[src/hw/rtl/mpr_pkg.sv]
`timescale 1ns / 1ps
package mpr_pkg;

  // index width covers the largest supported matrix size (16)
  localparam int IDX_W = 4;

  typedef enum logic [2:0] {
    ST_IDLE,
    ST_ISSUE,
    ST_DRAIN,
    ST_EMIT_RD,
    ST_EMIT_LD,
    ST_EMIT_WAIT
  } state_t;

  // operand transaction handed from cell to cell
  typedef struct packed {
    logic              valid;
    logic              first;
    logic              last;
    logic [IDX_W-1:0]  k;
    logic [IDX_W-1:0]  row;
    logic signed [31:0] val;
  } op_t;

  // finished dot product of one cell
  typedef struct packed {
    logic              valid;
    logic              ovf;
    logic [IDX_W-1:0]  row;
    logic signed [31:0] value;
  } res_t;

endpackage

[src/hw/rtl/mpr_cell.sv]
`timescale 1ns / 1ps
module mpr_cell
  import mpr_pkg::*;
#(
  parameter int MAX_DIM   = 8,
  parameter int FRAC_BITS = 16
) (
  input  logic               clk,
  input  logic               rst,
  input  logic               src_we,
  input  logic [IDX_W-1:0]   src_row,
  input  logic signed [31:0] src_data,
  input  op_t                op_in,
  output op_t                op_out,
  output res_t               res
);

  localparam int IW    = (MAX_DIM > 1) ? $clog2(MAX_DIM) : 1;
  localparam int ACC_W = 64 - FRAC_BITS + $clog2(MAX_DIM) + 1;

  logic signed [31:0]      src_col [MAX_DIM];
  logic signed [63:0]      prod;
  op_t                     s1;
  logic signed [ACC_W-1:0] acc;
  logic signed [ACC_W-1:0] shifted;
  logic signed [ACC_W-1:0] sum;
  logic                    done;
  logic [IDX_W-1:0]        done_row;
  logic [ACC_W-32:0]       hi;

  // column of the source matrix held by this cell
  always_ff @(posedge clk) begin
    if (src_we) begin
      src_col[src_row[IW-1:0]] <= src_data;
    end
  end

  // pass operand to the neighbor, multiply
  always_ff @(posedge clk) begin
    if (rst) begin
      op_out.valid <= 1'b0;
      s1.valid     <= 1'b0;
    end else begin
      op_out.valid <= op_in.valid;
      s1.valid     <= op_in.valid;
    end
    op_out.first <= op_in.first;
    op_out.last  <= op_in.last;
    op_out.k     <= op_in.k;
    op_out.row   <= op_in.row;
    op_out.val   <= op_in.val;
    s1.first     <= op_in.first;
    s1.last      <= op_in.last;
    s1.k         <= op_in.k;
    s1.row       <= op_in.row;
    s1.val       <= op_in.val;
    prod         <= op_in.val * src_col[op_in.k[IW-1:0]];
  end

  always_comb begin
    shifted = ACC_W'(prod >>> FRAC_BITS);
    sum     = (s1.first ? '0 : acc) + shifted;
  end

  // accumulate
  always_ff @(posedge clk) begin
    if (rst) begin
      done <= 1'b0;
    end else begin
      done <= s1.valid & s1.last;
    end
    if (s1.valid) begin
      acc <= sum;
    end
    done_row <= s1.row;
  end

  // saturate to 32 bits
  always_comb begin
    hi        = acc[ACC_W-1:31];
    res.valid = done;
    res.row   = done_row;
    res.ovf   = 1'b0;
    if ((~|hi) || (&hi)) begin
      res.value = acc[31:0];
    end else begin
      res.ovf   = 1'b1;
      res.value = acc[ACC_W-1] ? 32'sh8000_0000 : 32'sh7FFF_FFFF;
    end
  end

endmodule

[config.mk]
export PLATFORM = sky130hd
export DESIGN_NAME = mpr_cell
export DESIGN_NICKNAME = d
export VERILOG_FILES = /design/src/hw/rtl/mpr_pkg.sv /design/src/hw/rtl/mpr_cell.sv
export SDC_FILE = /design/constraint.sdc
export NUM_CORES = 2
export LEC_CHECK = 0
export BUFFER_PORTS_ARGS = -buffer_cell sky130_fd_sc_hd__buf_2
export CAP_MARGIN = 25
export CORE_MARGIN = 2
export CORE_UTILIZATION = 50
export DETAILED_ROUTE_END_ITERATION = 10
export GPL_TIMING_DRIVEN = 0
export PLACE_DENSITY = 0.66
export SKIP_CTS_REPAIR_TIMING = 1
export SYNTH_ARGS = -nofsm -noshare
export SYNTH_HDL_FRONTEND = slang
export SYNTH_SLANG_ARGS = --single-unit
[constraint.sdc]
create_clock -name clk -period 23.2 [get_ports clk]
set_input_delay 1.16 -clock clk [delete_from_list [all_inputs] [get_ports clk]]
set_output_delay 1.16 -clock clk [all_outputs]
set_load 0.02 [all_outputs]
==> flow_summary.yaml <==
clock_tree:
  cts_tree: "built"
  htreeDepth: 2
  clkLatencyLatePin_ps: 670
  cts-buffers-inserted: 47
  clock_sinks: 404
  path_clk_slew_ps: 50
  clk_path_buf_depth: 3
  cts.root.buffer_cell: "clkbuf_16"
synthesis:
  ys_seq_area_frac: 0.214
  synth_top_area_share: 0.414
  ys_types: 70
  yosysTopAreaCell: "fa_1"
  synth_seq_cells: 404
  synthFlopType: "edfxtp_1"
  avgSynthCellArea_um2: 10.8
  async_flop_share: 0
  synth_edf_count: 308
  syn_area_mm2: 0.0523
  synth_fp_nets: 6216
  synth_area_leaders: "fa_1, edfxtp_1, inv_1"
  yosysWarnings: 0
  synthCells: 4821
timing:
  rsz0062_at_grt: "false"
  timing.hold.ws_ps: 345
  max_slew.worst_pin.slew_ps: 1200
  fin_skew_ps: 60.5
  setup_tns_ps: 0
  fmax_ghz: 0.0807
  setup_viol: 0
  hold_viol: 0
  period_needed_ps: 12400
  final.period_utilization: 0.534
  timing.final.ws_setup_ps: 10800
  relSlewSlack: 0.199
  drv_slew: 0
die:
  start_util: 0.505
  die_h_um: 327
  core_mm2: 0.104
  ios: 163
  die_area_mm2: 0.107
  die_x_um: 327
  fp-row-count: 118
critical_path:
  cpLargestDelayFamily: "adder cells"
  worstPathMaxFanout: 10
  cp.depth: 32
  cp-start-kind: "input pin"
  path_buf_inv: 10
  arrival_ps: 12890
  crit_top_cell: "fa_1"
  crit_type: "input pin to flop"
  reg2reg_depth: 28
  crit_required_ps: 23690
  cp_slowest_cell: "mux2i_2"
  critPathMaxStageDelay_ps: 880
  worstSetupEndpointType: "flop"
drt:
  drtAntennaViolNets: 0
  routed-via-count: 36200
  initialDrtViolationCount: 3416
  dr.pass1.iters: 6
  wl_per_cell_um: 25.6
  drc: 0
  routed_wl_um: 166000
  via_per_inst: 5.58
global_routing:
  grt_overflow_total: 0
  grt_max_degree: 37
  grt_pass1_vias: 39000
  antenna_found_initial: 20
  grt_util_all_layers: 0.321
  grt_pass1_wl_um: 249000
cells_and_area:
  fin_nets: 6450
  layoutNonFillerInstCount: 6479
  layout_commonest_cell: "fa_1"
  area_growth_pct: 8.56
  final_cell_mix: "fa_1, inv_1, nand2_1"
  drive_gt1_frac: 0.0719
place:
  hpwlAfterDp_um: 135000
  gp_congestion: 1.04
  place_inst: 6385
  placement.io_buffers: 161
  post-place-ws_ps: 10270
worst_hold_path:
  hold_path.class: "flop to flop"
  hold_depth: 0
flow_run:
  max_cap_violations: 0
outcome:
  status: "complete, no violations"
==> metal layers <==
layer,GRT usage,up-vias,share of wire
met5,0.00399,-,0.00073
met4,0.161,14,0.061
met3,0.0815,439,0.11
met2,0.499,1814,0.45
met1,0.420,18600,0.38
li1,-,15300,-
==> cells by family (layout without fill, tap and decap cells) <==
| family | after synthesis | after routing | synth area share |
|---|---|---|---|
| buf+inv | 1201 | 1470 | 0.0865 |
| other cells | 0 | 9 | 0 |
| fa+ha+maj | 1313 | 1313 | 0.470 |
| simple gates | 1319 | 1319 | 0.129 |
| mux | 98 | 98 | 0.0344 |
| xor+xnor | 111 | 111 | 0.0186 |
| flops | 404 | 404 | 0.214 |
| compound gates | 375 | 375 | 0.0479 |
==> path summary, 6_finish.rpt <==
path	slack [ps]	end	start
worst min register to register	350	done_row[1]	s1[33]
worst max-delay path	10800	prod[63]	op_in[37]
worst max register to register	12620	prod[63]	src_col[7][11]
worst min-delay path	350	done_row[1]	s1[33]
==> state kept, by name, indices dropped and copies added (netlist names) <==
register,count
acc,52
prod,48
done_row,4
s1,7
src_col,256
op_out,36
done,1
==> cell type report <==
class	count	area, um^2
antenna	9	22.5
buffer	250	951
clock buffer	66	1300
clock inverter	18	205
fill	9245	46900
inverter	951	3570
multi-input combinational	3216	36700
sequential	404	11200
tap	1380	1730
timing repair buffer	185	1160
==> Yosys cell counts, types with 13 or more instances <==
master / instances
mux2_2: 23
a21o_1: 104
ha_1: 231
a31oi_1: 13
o21ai_0: 54
xnor2_1: 74
dfxtp_1: 96
nand4_1: 20
mux4_2: 60
nor2_1: 78
and3_1: 13
edfxtp_1: 308
a21oi_1: 99
nand3_1: 24
and2_1: 261
nor3_1: 13
nand2b_1: 46
nand2_1: 511
clkbuf_1: 240
inv_1: 951
fa_1: 1082
nor2b_1: 322
o21bai_1: 20
xor2_1: 37
==> per-stage QoR <==
step | util | instance area [um^2]
2_1_floorplan | - | 52300
3_3_place_gp | 0.529 | 54800
3_5_place_dp | 0.533 | 55200
4_1_cts | 0.547 | 56700
5_1_grt | 0.548 | 56700
6_report | 0.548 | 56800
Power is not shown: default switching activity piles up to over one toggle a cycle in this logic, so the estimate is an artifact.
